--- src/sv/bfdp_pkg.sv ---
// Package for the brace frame decimal parser.
// Holds result kind codes, character codes and the result struct; no dependencies.
package bfdp_pkg;

  localparam int unsigned NUM_VALUES = 4;
  // Fields read by the step logic: the header field and one per value
  localparam int unsigned READ_FIELDS = NUM_VALUES + 1;
  localparam int unsigned READ_CHARS  = 3;

  localparam logic [2:0] KIND_VAR   = 3'd0;
  localparam logic [2:0] KIND_UP    = 3'd1;
  localparam logic [2:0] KIND_DN    = 3'd2;
  localparam logic [2:0] KIND_OTHER = 3'd3;
  localparam logic [2:0] KIND_ACK   = 3'd4;

  localparam logic [7:0] CH_LBRACE = 8'h7b;
  localparam logic [7:0] CH_RBRACE = 8'h7d;
  localparam logic [7:0] CH_COLON  = 8'h3a;
  localparam logic [7:0] CH_COMMA  = 8'h2c;
  localparam logic [7:0] CH_ZERO   = 8'h30;
  localparam logic [7:0] CH_NINE   = 8'h39;
  localparam logic [7:0] CH_CR     = 8'h0d;
  localparam logic [7:0] CH_LF     = 8'h0a;
  localparam logic [7:0] CH_A      = 8'h41;
  localparam logic [7:0] CH_D      = 8'h44;
  localparam logic [7:0] CH_K      = 8'h4b;
  localparam logic [7:0] CH_N      = 8'h4e;
  localparam logic [7:0] CH_O      = 8'h4f;
  localparam logic [7:0] CH_P      = 8'h50;
  localparam logic [7:0] CH_R      = 8'h52;
  localparam logic [7:0] CH_U      = 8'h55;
  localparam logic [7:0] CH_V      = 8'h56;

  localparam logic [3:0] ACK_O_SET  = 4'h1;
  localparam logic [3:0] ACK_K_KEEP = 4'hd;
  localparam logic [3:0] ACK_K_SET  = 4'h2;
  localparam logic [3:0] ACK_CR_KEEP = 4'hb;
  localparam logic [3:0] ACK_CR_SET = 4'h4;
  localparam logic [3:0] ACK_LF_KEEP = 4'h7;
  localparam logic [3:0] ACK_LF_SET = 4'h8;
  localparam logic [3:0] ACK_FULL   = 4'hf;

  typedef struct packed {
    logic [2:0]                      kind;
    logic [NUM_VALUES-1:0][7:0]      value;
  } res_t;

endpackage

--- src/sv/brace_frame_decimal_parser.sv ---
// Brace frame decimal parser, top level.
// Depends on bfdp_pkg and bfdp_core.
//
// Usage: bytes arrive on the input channel (in_valid_i / in_ready_o, rx_byte_i),
// one request per byte. A '}' always gives one result on the output channel
// (out_valid_o / out_ready_i, result_kind_o, value0_o..value3_o); a completed
// O, K, CR, LF pattern outside a frame gives an ack result. Other bytes give
// no result.
// A taken byte is held in the input register, then stepped into the result
// register, from which its result is shown.
// Throughput: one byte per cycle while the receiver takes results, set by the
// combinational step between the input register and the result register.
// A stalled receiver holds the result register; the input register still
// takes one more byte, then in_ready_o drops until the result is taken.
// Reset clears the frame flags, positions, character store, ack pattern and
// the last decoded values; both channels come up empty.
module brace_frame_decimal_parser import bfdp_pkg::*; #(
  parameter int unsigned NUM_FIELDS      = 5,
  parameter int unsigned CHARS_PER_FIELD = 3
) (
  input  logic       clk_i,
  input  logic       rst_ni,
  input  logic       in_valid_i,
  output logic       in_ready_o,
  input  logic [7:0] rx_byte_i,
  output logic       out_valid_o,
  input  logic       out_ready_i,
  output logic [2:0] result_kind_o,
  output logic [7:0] value0_o,
  output logic [7:0] value1_o,
  output logic [7:0] value2_o,
  output logic [7:0] value3_o
);

  logic       in_valid_q;
  logic [7:0] in_byte_q;
  logic       out_valid_q;
  res_t       out_res_q;
  logic       advance;
  logic       res_valid;
  res_t       res;

  // Step the held byte only when the result register can take its result
  assign advance    = in_valid_q && (!out_valid_q || out_ready_i);
  assign in_ready_o = !in_valid_q || advance;

  bfdp_core #(
    .NUM_FIELDS     (NUM_FIELDS),
    .CHARS_PER_FIELD(CHARS_PER_FIELD)
  ) u_core (
    .clk_i      (clk_i),
    .rst_ni     (rst_ni),
    .step_i     (advance),
    .byte_i     (in_byte_q),
    .res_valid_o(res_valid),
    .res_o      (res)
  );

  always_ff @(posedge clk_i or negedge rst_ni) begin
    if (!rst_ni) begin
      in_valid_q  <= 1'b0;
      out_valid_q <= 1'b0;
    end else begin
      if (in_ready_o) begin
        in_valid_q <= in_valid_i;
      end
      if (advance) begin
        out_valid_q <= res_valid;
      end else if (out_ready_i) begin
        out_valid_q <= 1'b0;
      end
    end
  end

  always_ff @(posedge clk_i) begin
    if (in_valid_i && in_ready_o) begin
      in_byte_q <= rx_byte_i;
    end
    if (advance && res_valid) begin
      out_res_q <= res;
    end
  end

  assign out_valid_o   = out_valid_q;
  assign result_kind_o = out_res_q.kind;
  assign value0_o      = out_res_q.value[0];
  assign value1_o      = out_res_q.value[1];
  assign value2_o      = out_res_q.value[2];
  assign value3_o      = out_res_q.value[3];

  a_close_gives_result: assert property (@(posedge clk_i) disable iff (!rst_ni)
    advance && in_byte_q == CH_RBRACE |=> out_valid_o)
    else $error("frame close produced no result");

  a_values_zero: assert property (@(posedge clk_i) disable iff (!rst_ni)
    out_valid_o && result_kind_o != KIND_VAR |->
      value0_o == 8'h00 && value1_o == 8'h00 && value2_o == 8'h00 && value3_o == 8'h00)
    else $error("non-value result carries values");

  a_hold_input: assert property (@(posedge clk_i) disable iff (!rst_ni)
    in_valid_q && !advance |=> in_valid_q && $stable(in_byte_q))
    else $error("held byte lost while result register stalled");

endmodule

--- src/sv/bfdp_dec.sv ---
// Decimal decoder for one field of up to three ASCII characters.
// Depends on bfdp_pkg for the digit range.
module bfdp_dec import bfdp_pkg::*; (
  input  logic [7:0] c0_i,
  input  logic [7:0] c1_i,
  input  logic [7:0] c2_i,
  input  logic [7:0] prev_i,
  output logic [7:0] value_o
);

  logic [7:0] d0, d1, d2;

  assign d0 = c0_i - CH_ZERO;
  assign d1 = c1_i - CH_ZERO;
  assign d2 = c2_i - CH_ZERO;

  // Arithmetic wraps at 8 bits, leading non-digits included
  always_comb begin
    if (c2_i inside {[CH_ZERO:CH_NINE]}) begin
      value_o = 8'(d0 * 8'd100) + 8'(d1 * 8'd10) + d2;
    end else if (c1_i inside {[CH_ZERO:CH_NINE]}) begin
      value_o = 8'(d0 * 8'd10) + d1;
    end else if (c0_i inside {[CH_ZERO:CH_NINE]}) begin
      value_o = d0;
    end else begin
      value_o = prev_i;
    end
  end

endmodule

--- src/sv/bfdp_core.sv ---
// Parser state and per-byte step: frame flags, character store, ack pattern.
// Depends on bfdp_pkg and bfdp_dec.
module bfdp_core import bfdp_pkg::*; #(
  parameter int unsigned NUM_FIELDS      = 5,
  parameter int unsigned CHARS_PER_FIELD = 3
) (
  input  logic       clk_i,
  input  logic       rst_ni,
  input  logic       step_i,
  input  logic [7:0] byte_i,
  output logic       res_valid_o,
  output res_t       res_o
);

  localparam int unsigned FPW = $clog2(NUM_FIELDS + 1);
  localparam int unsigned CPW = $clog2(CHARS_PER_FIELD + 1);

  logic           in_frame_q, in_frame_d;
  logic [CPW-1:0] char_pos_q, char_pos_d;
  logic [FPW-1:0] field_pos_q, field_pos_d;
  logic [3:0]     ack_bits_q, ack_bits_d;
  logic [NUM_FIELDS-1:0][CHARS_PER_FIELD-1:0][7:0] store_q, store_d;
  logic [NUM_VALUES-1:0][7:0] last_q, last_d;

  logic [READ_FIELDS-1:0][READ_CHARS-1:0][7:0] slot;
  logic [NUM_VALUES-1:0][7:0] dec_value;
  logic [3:0] ack_next;
  logic       ack_hit;
  logic       hdr_var, hdr_up, hdr_dn;

  // Slots beyond the store read as zero
  for (genvar f = 0; f < READ_FIELDS; f++) begin : g_slot_f
    for (genvar c = 0; c < READ_CHARS; c++) begin : g_slot_c
      if (f < NUM_FIELDS && c < CHARS_PER_FIELD) begin : g_real
        assign slot[f][c] = store_q[f][c];
      end else begin : g_zero
        assign slot[f][c] = 8'h00;
      end
    end
  end

  for (genvar k = 0; k < NUM_VALUES; k++) begin : g_dec
    bfdp_dec u_dec (
      .c0_i   (slot[k+1][0]),
      .c1_i   (slot[k+1][1]),
      .c2_i   (slot[k+1][2]),
      .prev_i (last_q[k]),
      .value_o(dec_value[k])
    );
  end

  assign hdr_var = slot[0][0] == CH_V && slot[0][1] == CH_A && slot[0][2] == CH_R;
  assign hdr_up  = slot[0][0] == CH_U && slot[0][1] == CH_P;
  assign hdr_dn  = slot[0][0] == CH_D && slot[0][1] == CH_N;

  always_comb begin
    ack_hit  = 1'b1;
    ack_next = ack_bits_q;
    case (byte_i)
      CH_O:    ack_next = ACK_O_SET;
      CH_K:    ack_next = (ack_bits_q & ACK_K_KEEP) | ACK_K_SET;
      CH_CR:   ack_next = (ack_bits_q & ACK_CR_KEEP) | ACK_CR_SET;
      CH_LF:   ack_next = (ack_bits_q & ACK_LF_KEEP) | ACK_LF_SET;
      default: ack_hit = 1'b0;
    endcase
  end

  always_comb begin
    in_frame_d  = in_frame_q;
    char_pos_d  = char_pos_q;
    field_pos_d = field_pos_q;
    ack_bits_d  = ack_bits_q;
    store_d     = store_q;
    last_d      = last_q;
    res_valid_o = 1'b0;
    res_o       = '0;
    if (step_i) begin
      case (byte_i)
        CH_LBRACE: begin
          in_frame_d  = 1'b1;
          char_pos_d  = '0;
          field_pos_d = '0;
          store_d     = '0;
        end
        CH_RBRACE: begin
          in_frame_d  = 1'b0;
          res_valid_o = 1'b1;
          if (hdr_var) begin
            res_o.kind  = KIND_VAR;
            res_o.value = dec_value;
            last_d      = dec_value;
            store_d     = '0;
          end else if (hdr_up) begin
            res_o.kind = KIND_UP;
            store_d    = '0;
          end else if (hdr_dn) begin
            res_o.kind = KIND_DN;
            store_d    = '0;
          end else begin
            res_o.kind = KIND_OTHER;
          end
        end
        CH_COLON, CH_COMMA: begin
          if (field_pos_q < FPW'(NUM_FIELDS)) begin
            field_pos_d = field_pos_q + 1'b1;
          end
          char_pos_d = '0;
        end
        default: begin
          if (in_frame_q) begin
            if (char_pos_q < CPW'(CHARS_PER_FIELD)) begin
              for (int f = 0; f < NUM_FIELDS; f++) begin
                for (int c = 0; c < CHARS_PER_FIELD; c++) begin
                  if (field_pos_q == FPW'(f) && char_pos_q == CPW'(c)) begin
                    store_d[f][c] = byte_i;
                  end
                end
              end
              char_pos_d = char_pos_q + 1'b1;
            end
          end else if (ack_hit) begin
            if (ack_next == ACK_FULL) begin
              ack_bits_d  = '0;
              res_valid_o = 1'b1;
              res_o.kind  = KIND_ACK;
            end else begin
              ack_bits_d = ack_next;
            end
          end
        end
      endcase
    end
  end

  always_ff @(posedge clk_i or negedge rst_ni) begin
    if (!rst_ni) begin
      in_frame_q  <= 1'b0;
      char_pos_q  <= '0;
      field_pos_q <= '0;
      ack_bits_q  <= '0;
      store_q     <= '0;
      last_q      <= '0;
    end else begin
      in_frame_q  <= in_frame_d;
      char_pos_q  <= char_pos_d;
      field_pos_q <= field_pos_d;
      ack_bits_q  <= ack_bits_d;
      store_q     <= store_d;
      last_q      <= last_d;
    end
  end

  a_open_clears_pos: assert property (@(posedge clk_i) disable iff (!rst_ni)
    step_i && byte_i == CH_LBRACE |=> in_frame_q && field_pos_q == '0 && char_pos_q == '0)
    else $error("frame open did not reset positions");

  a_ack_clears: assert property (@(posedge clk_i) disable iff (!rst_ni)
    res_valid_o && res_o.kind == KIND_ACK |=> ack_bits_q == '0)
    else $error("ack pattern not cleared after ack result");

  a_pos_bounded: assert property (@(posedge clk_i) disable iff (!rst_ni)
    field_pos_q <= FPW'(NUM_FIELDS) && char_pos_q <= CPW'(CHARS_PER_FIELD))
    else $error("field or char position past its limit");

endmodule
--- config.mk ---
export PLATFORM = sky130hd
export DESIGN_NAME = brace_frame_decimal_parser
export DESIGN_NICKNAME = d
export VERILOG_FILES = /design/src/sv/bfdp_pkg.sv /design/src/sv/brace_frame_decimal_parser.sv /design/src/sv/bfdp_dec.sv /design/src/sv/bfdp_core.sv
export SDC_FILE = /design/constraint.sdc
export NUM_CORES = 1
export LEC_CHECK = 0
export BUFFER_PORTS_ARGS = -buffer_cell sky130_fd_sc_hd__buf_2
export CAP_MARGIN = 15
export CELL_PAD_IN_SITES_DETAIL_PLACEMENT = 2
export CELL_PAD_IN_SITES_GLOBAL_PLACEMENT = 2
export CORE_MARGIN = 2
export CORE_UTILIZATION = 45
export CTS_CLUSTER_DIAMETER = 40
export CTS_CLUSTER_SIZE = 16
export DETAILED_ROUTE_END_ITERATION = 8
export GPL_TIMING_DRIVEN = 0
export PLACE_DENSITY = 0.93
export SLEW_MARGIN = 0
export SYNTH_ARGS = -nofsm -noshare
export SYNTH_HDL_FRONTEND = slang
export SYNTH_SLANG_ARGS = --single-unit
--- constraint.sdc ---
create_clock -name clk_i -period 6.3 [get_ports clk_i]
set_input_delay 0.315 -clock clk_i [delete_from_list [all_inputs] [get_ports clk_i]]
set_output_delay 0.315 -clock clk_i [all_outputs]
set_load 0.1 [all_outputs]
==> results of run 1 <==
per-layer routing:
metal / vias to the layer above / global-route usage (%) / part of all wire [%]
li1: 4791 / - / -
met1: 6096 / 45.2 / 39
met2: 527 / 66.5 / 50
met3: 233 / 7.54 / 5.4
met4: 2 / 21.2 / 5.3
met5: - / 0 / 0.022
flip-flops by register name (all words and copies together) (netlist names):
| signal | count |
|---|---|
| u_core.slot | 120 |
| u_core.last_q | 32 |
| in_byte_q | 8 |
| value0_o | 8 |
| value1_o | 8 |
| value2_o | 8 |
| value3_o | 8 |
| u_core.ack_bits_q | 4 |
| result_kind_o | 3 |
| u_core.field_pos_q | 3 |
| u_core.char_pos_q | 2 |
| in_valid_q | 1 |
| out_valid_o | 1 |
| u_core.in_frame_q | 1 |
stage by stage:
stage                     area, sq um  power [uW]  utilization [%]  hold slack [ns]  worst slack, ns
final                           15700        4430             53.1            0.150             1.67
after global routing            15700        4530             53.1            0.180             1.55
after CTS                       15700        4400             53.0            0.126             1.72
after detailed placement        14300        2170             48.4            0.330             1.93
after global placement          14300        2090             48.2            0.455             2.06
after floorplan                 13500        1930                -           0.0194             2.42
critical path, delay by kind of cell (launching register included):
kind            cells  cell delay [ns]
buf+inv             3             0.35
compound gates      3             0.56
xor+xnor            1             0.40
fa+ha+maj           6             2.21
flops               1             0.68
mux                 1             0.29
path summary, 6_finish.rpt:
path | startpoint | endpoint | slack, ns
min | out_ready_i | in_valid_q$_DFFE_PN0N_ | 0.15
min reg2reg | u_core.last_q[9]$_DFFE_PN0P_ | u_core.last_q[9]$_DFFE_PN0P_ | 0.48
max reg2reg | u_core.slot[25]$_DFFE_PN0P_ | u_core.last_q[7]$_DFFE_PN0P_ | 1.67
min in group asynchronous | rst_ni | u_core.last_q[25]$_DFFE_PN0P_ | 0.34
max | u_core.slot[25]$_DFFE_PN0P_ | u_core.last_q[7]$_DFFE_PN0P_ | 1.67
max in group asynchronous | rst_ni | u_core.slot[19]$_DFFE_PN0P_ | 4.97
final cells by class:
| type | count | share of cell area (%) |
|---|---|---|
| well taps | 390 | 3.10 |
| inverters | 92 | 2.19 |
| multi-input cells | 993 | 49.0 |
| flip-flops and latches | 207 | 34.3 |
| clock buffers | 43 | 6.42 |
| clock inverters | 23 | 1.63 |
| repair buffers | 63 | 2.66 |
| plain buffers | 27 | 0.660 |
timing repair:
action / 4_1_cts / 5_1_grt
hold buffers: 10 / 0
endpoints found under the hold margin: 77 / 0
setup buffers: 0 / 0
power groups by stage:
stage / Combinational (uW) / Sequential [uW] / Clock [uW]
global placement: 533 / 1560 / 0
finish: 718 / 1580 / 2130
floorplan: 395 / 1530 / 0
global route: 760 / 1580 / 2190
CTS: 699 / 1570 / 2140
detailed placement: 594 / 1570 / 0
cells in the mapped netlist (all sizes together), types with 3 or more instances:
cell type / instances
nand4: 5
o31ai: 5
xnor2: 66
a211oi: 7
nor3: 5
or3: 3
a21oi: 69
a21o: 47
clkbuf: 23
o221a: 4
o21ai: 135
buf: 4
dfrtp: 164
nand2b: 9
a2111oi: 4
mux2i: 39
nor4b: 3
mux2: 18
xnor3: 12
nor2: 72
fa: 36
nor4bb: 3
nand3: 11
xor2: 22
ha: 165
o211ai: 12
and2: 4
and3: 5
nor2b: 12
nand2: 185
inv: 92
edfxtp: 43
o21bai: 12
logic make-up (layout without fill, tap and decap cells):
kind of cell             count (synthesis)  after routing  share of synthesized area, %
multiplexers                            57             57                          4.38
XOR/XNOR                               100            100                          7.68
flip-flops                             207            207                          39.8
adder cells (fa/ha/maj)                201            201                          20.6
AND/OR/NAND/NOR                        330            330                          10.7
AO/OA/AOI/OAI                          305            305                          13.6
buffers and inverters                  119            248                          3.32
==> impl_metrics.toml, run 1 <==
[run_status]
outcome = "completed"

[grt]
grt_usage_pct = 38.6
grt_start_max_net_pins = 97
grt_first_pass_wirelength_mm = 90.0
grt_pass1_vias = 13500
grt_antenna_before_repair = 2
grt-ovfl-total = 0

[timing]
drv_slew = 0
relSlewSlack_pct = 14.5
setup_viol = 0
fmax_ghz = 0.216
finalCritPeriodShare_pct = 73.4
setup_tns_ns = 0
worst-slew-pin-transition_ns = 1.28
finalHoldViolations = 0
fin_crit_ns = 4.63
finalClockSkew_ns = 0.0273
rsz0062_at_grt = "false"

[clocking]
clkTransAtPathRegs_ns = 0.06
cts.sinks = 207
clk_latency_ns = 0.54
cts_buffers = 36
cts_buffer_depth = 3
tritoncts = "yes"
ctsHtreeMaxLevel = 2
cts_resized = 0
cts_root_buf = "clkbuf_16"

[synth]
synth_cell_types = 54
synth.largest_area_cell = "dfrtp_1"
syn_avg_cell_area_sq_um = 10.3
synthCells = 1319
ys.flop_type = "dfrtp_1"
synthArstFlopShare_pct = 79.2
syn-cell-area_sq_mm = 0.0135
yosysSeqAreaShare_pct = 39.8
synth_edf_count = 43
synth_seq_cells = 207
synth_top_area_share_pct = 30.3
synth_nets = 1532
synthTopCellsByArea = "dfrtp_1, ha_1, edfxtp_1, fa_1, nand2_1"
yosysWarnings = 0

[final_layout]
area_delta_synth_final_pct = 16.1
drive_gt1_share_pct = 10.4
fillers = 2979
finalNetCount = 1633
fin_cells = 1838
regArea_sq_mm = 0.00540
mostFrequentLayoutCells = "nand2_1, ha_1, dfrtp_1"
multiInputGateArea_sq_mm = 0.00772
final_common_cell = "nand2_1"
antenna_cells = 0

[floorplanning]
start_util_pct = 45.7
fp.dieH_um = 178
core-area_sq_mm = 0.0296
dieArea_sq_mm = 0.0315
ios = 49
rows = 63
fp.dieW_um = 178

[hold_path]
hold_class = "input port to flop"
whs_path_depth = 3

[drt]
wl_per_cell_um = 32.4
first_iter_violations = 917
drc_errors = 0
drt_pass1_iterations = 5
finalWirelength_mm = 59.5
vias = 11600
viasPerCell = 6.34
ant_nets = 0

[placement]
numPortBuffers = 48
hpwl_mm = 35.0
dp.cells = 1761
gp_congestion = 0.837

[critical_path]
crit_top_cell = "ha_1"
cpPeakStageDelay_ns = 0.68
cp.required_ns = 6.72
ff2ff_path_depth = 14
endpoint_kind = "flop"
critPathSlowestCell = "dfrtp_1"
start_kind = "flop"
crit_fanout = 9
critical_path_class = "flop to flop"
crit_arrival_ns = 5.05
cp_cell_sequence = "inv_1, ha_1, ha_1, ha_1, inv_1, ha_1, inv_1, fa_1, ha_1, a21oi_1, xnor3_1, mux2i_1, a21oi_1, a21o_1"

[power_and_ir_drop]
seqPwrFrac_pct = 35.6
p_leak_uw = 0.00804
vdd_drop_max_mv = 0.209
p_sw_share_pct = 31.5
clkPwrFrac_pct = 48.2
p_per_area_mw_per_mm2 = 281
p_comb_share_pct = 16.2
power.internal_uw = 3030
p_switching_uw = 1400

[job]
max-cap-violations = 0
(Power assumes the default switching activity.)
==> run 2, diff against run 1 <==
- CORE_UTILIZATION: 45 -> 42
- PLACE_DENSITY: 0.93 -> 0.88
- clock period: 6.3 -> 4.7 ns (I/O delays scaled with it)
==> impl_metrics.toml, run 2 (same netlist as run 1, synthesis figures left out) <==
[run_status]
outcome = "completed"

[drt]
first_iter_violations = 672
drc_errors = 0
viasPerCell = 5.99
wl_per_cell_um = 28.1
drt_pass1_iterations = 5
finalWirelength_mm = 51.9
vias = 11100
ant_nets = 0

[final_layout]
fin_cells = 1846
fillers = 3221
antenna_cells = 0
mostFrequentLayoutCells = "nand2_1, ha_1, dfrtp_1"
finalNetCount = 1631
fin_area_sq_mm = 0.0157
drive_gt1_share_pct = 10.3
area_delta_synth_final_pct = 15.8
final_common_cell = "nand2_1"
largest_register_ffs = 120

[critical_path]
worst-path-buf-inv = 3
cp.required_ns = 5.03
start_kind = "flop"
ff2ff_path_depth = 13
r2r_slack_ns = 0.21
cpPeakStageDelay_ns = 0.67
worstReg2RegEnd = "value1_o[7]$_SDFFCE_PN0P_"
critPathSlowestCell = "dfrtp_1"
crit_start = "u_core.slot[48]$_DFFE_PN0P_"
crit_family = "adder cells"
crit_top_cell = "ha_1"
crit_arrival_ns = 4.83
endpoint_kind = "flop"
cp_cell_sequence = "inv_1, ha_1, ha_1, ha_1, inv_1, ha_1, inv_1, fa_1, ha_1, a21oi_1, xnor3_1, or3_1, a31oi_1"
crit_fanout = 9
critical_path_class = "flop to flop"
rr_startpoint = "u_core.slot[48]$_DFFE_PN0P_"

[grt]
grt_util_met1_pct = 37.0
met2_usage_pct = 56.3
grt_start_max_net_pins = 117
grt_pass1_vias = 12900
grt_first_pass_wirelength_mm = 79.8
grt_util_met3_pct = 4.91
grt-ovfl-total = 0
grt_antenna_before_repair = 0
top_usage_layer = "met2"
grt_usage_pct = 31.7

[timing]
finalHoldViolations = 0
setup_tns_ns = 0
setup_viol = 0
finalCritPeriodShare_pct = 95.6
rsz0062_at_grt = "false"
finalClockSkew_ns = 0.0335
relSlewSlack_pct = 15.2
worst-slew-pin-transition_ns = 1.27
fmax_ghz = 0.223
fin_crit_ns = 4.49
drv_slew = 0

[power_and_ir_drop]
seqPwrFrac_pct = 36.8
p_per_area_mw_per_mm2 = 363
finalPower_uw = 5700
clkPwrFrac_pct = 48.2
p_comb_share_pct = 15.0
p_leak_uw = 0.00804
power.internal_uw = 3980
p_switching_uw = 1720
p_sw_share_pct = 30.2
vdd_drop_max_mv = 0.313

[hold_path]
hold_start = "out_ready_i"
hold_class = "input port to flop"
holdPathEnd = "in_valid_q$_DFFE_PN0N_"
whs_path_depth = 3

[placement]
numPortBuffers = 48
dp.cells = 1773
hpwl_mm = 33.5
gp_congestion = 0.834
place_area_sq_mm = 0.0144

[clocking]
cts.sinks = 207
post_cts_buffers = 0
tritoncts = "yes"
ctsHtreeMaxLevel = 2
cts_root_buf = "clkbuf_16"
clkTransAtPathRegs_ns = 0.06
cts_buffer_depth = 3
clk_latency_ns = 0.54
cts_buffers = 35

[floorplanning]
rows = 65
start_util_pct = 42.8
ios = 49
fp.dieW_um = 184
dieArea_sq_mm = 0.0337
fp.dieH_um = 184
core-area_sq_mm = 0.0316

[job]
max-cap-violations = 0
==> run 2: changes by cell type in the layout (fill, tap and decap cells not counted), sizes merged <==
cell      previous run  this run
buf                 57        56
clkinv               9         4
clkinvlp             3         2
clkbuf              66        70
inv                 99       100
bufinv               4         2
==> run 2: worst max-delay path by stage <==
stage	cells after the start	endpoint	slack, ns
floorplan	13	value1_o[7]$_SDFFCE_PN0P_	0.82
global placement	13	value1_o[7]$_SDFFCE_PN0P_	0.45
detailed placement	13	value1_o[7]$_SDFFCE_PN0P_	0.26
CTS	13	value1_o[7]$_SDFFCE_PN0P_	0.10
global route	14	u_core.last_q[23]$_DFFE_PN0P_	0.05
finish	13	value1_o[7]$_SDFFCE_PN0P_	0.21
==> run 2: final cells by class <==
type | instances | area [sq um] | share of cell area, %
multi-input cells | 993 | 7720 | 49.2
flip-flops and latches | 207 | 5400 | 34.4
clock inverters | 16 | 171 | 1.09
plain buffers | 27 | 104 | 0.662
well taps | 402 | 503 | 3.21
repair buffers | 62 | 400 | 2.55
inverters | 92 | 345 | 2.20
clock buffers | 47 | 1050 | 6.72
==> run 2: power groups by stage <==
stage	clock, uW	sequential, uW	combinational (uW)
floorplan	0	2050	529
global route	2830	2100	936
finish	2750	2100	856
global placement	0	2090	717
CTS	2760	2090	854
detailed placement	0	2110	792
==> run 2: layer usage <==
metal | vias up | share of wire (%)
met5 | - | 0
met4 | 0 | 5.6
met3 | 168 | 4.1
met2 | 350 | 51
met1 | 5755 | 40
li1 | 4777 | -
==> run 2: stage by stage <==
stage	setup slack (ns)	hold WS (ns)	util, %
floorplan	0.816	-0.0606	-
finish	0.207	0.0399	49.6
CTS	0.102	0.0216	49.6
global route	0.0476	0.0832	49.6
detailed placement	0.262	0.194	45.4
global placement	0.448	0.412	45.2
==> run 2: worst reg2reg max path, stage by stage, from the launching register on <==
cell	delay, ns
dfrtp_1	0.67
inv_1	0.16
ha_1	0.36
ha_1	0.35
ha_1	0.30
inv_1	0.04
ha_1	0.29
inv_1	0.06
fa_1	0.50
ha_1	0.36
a21oi_1	0.26
xnor3_1	0.40
or3_1	0.32
a31oi_1	0.22
==> run 2: what timing repair did <==
action,in CTS,in global routing
hold buffers,10,0
hold endpoints to repair,57,0
resized for setup,0,1
setup endpoints to repair,0,2
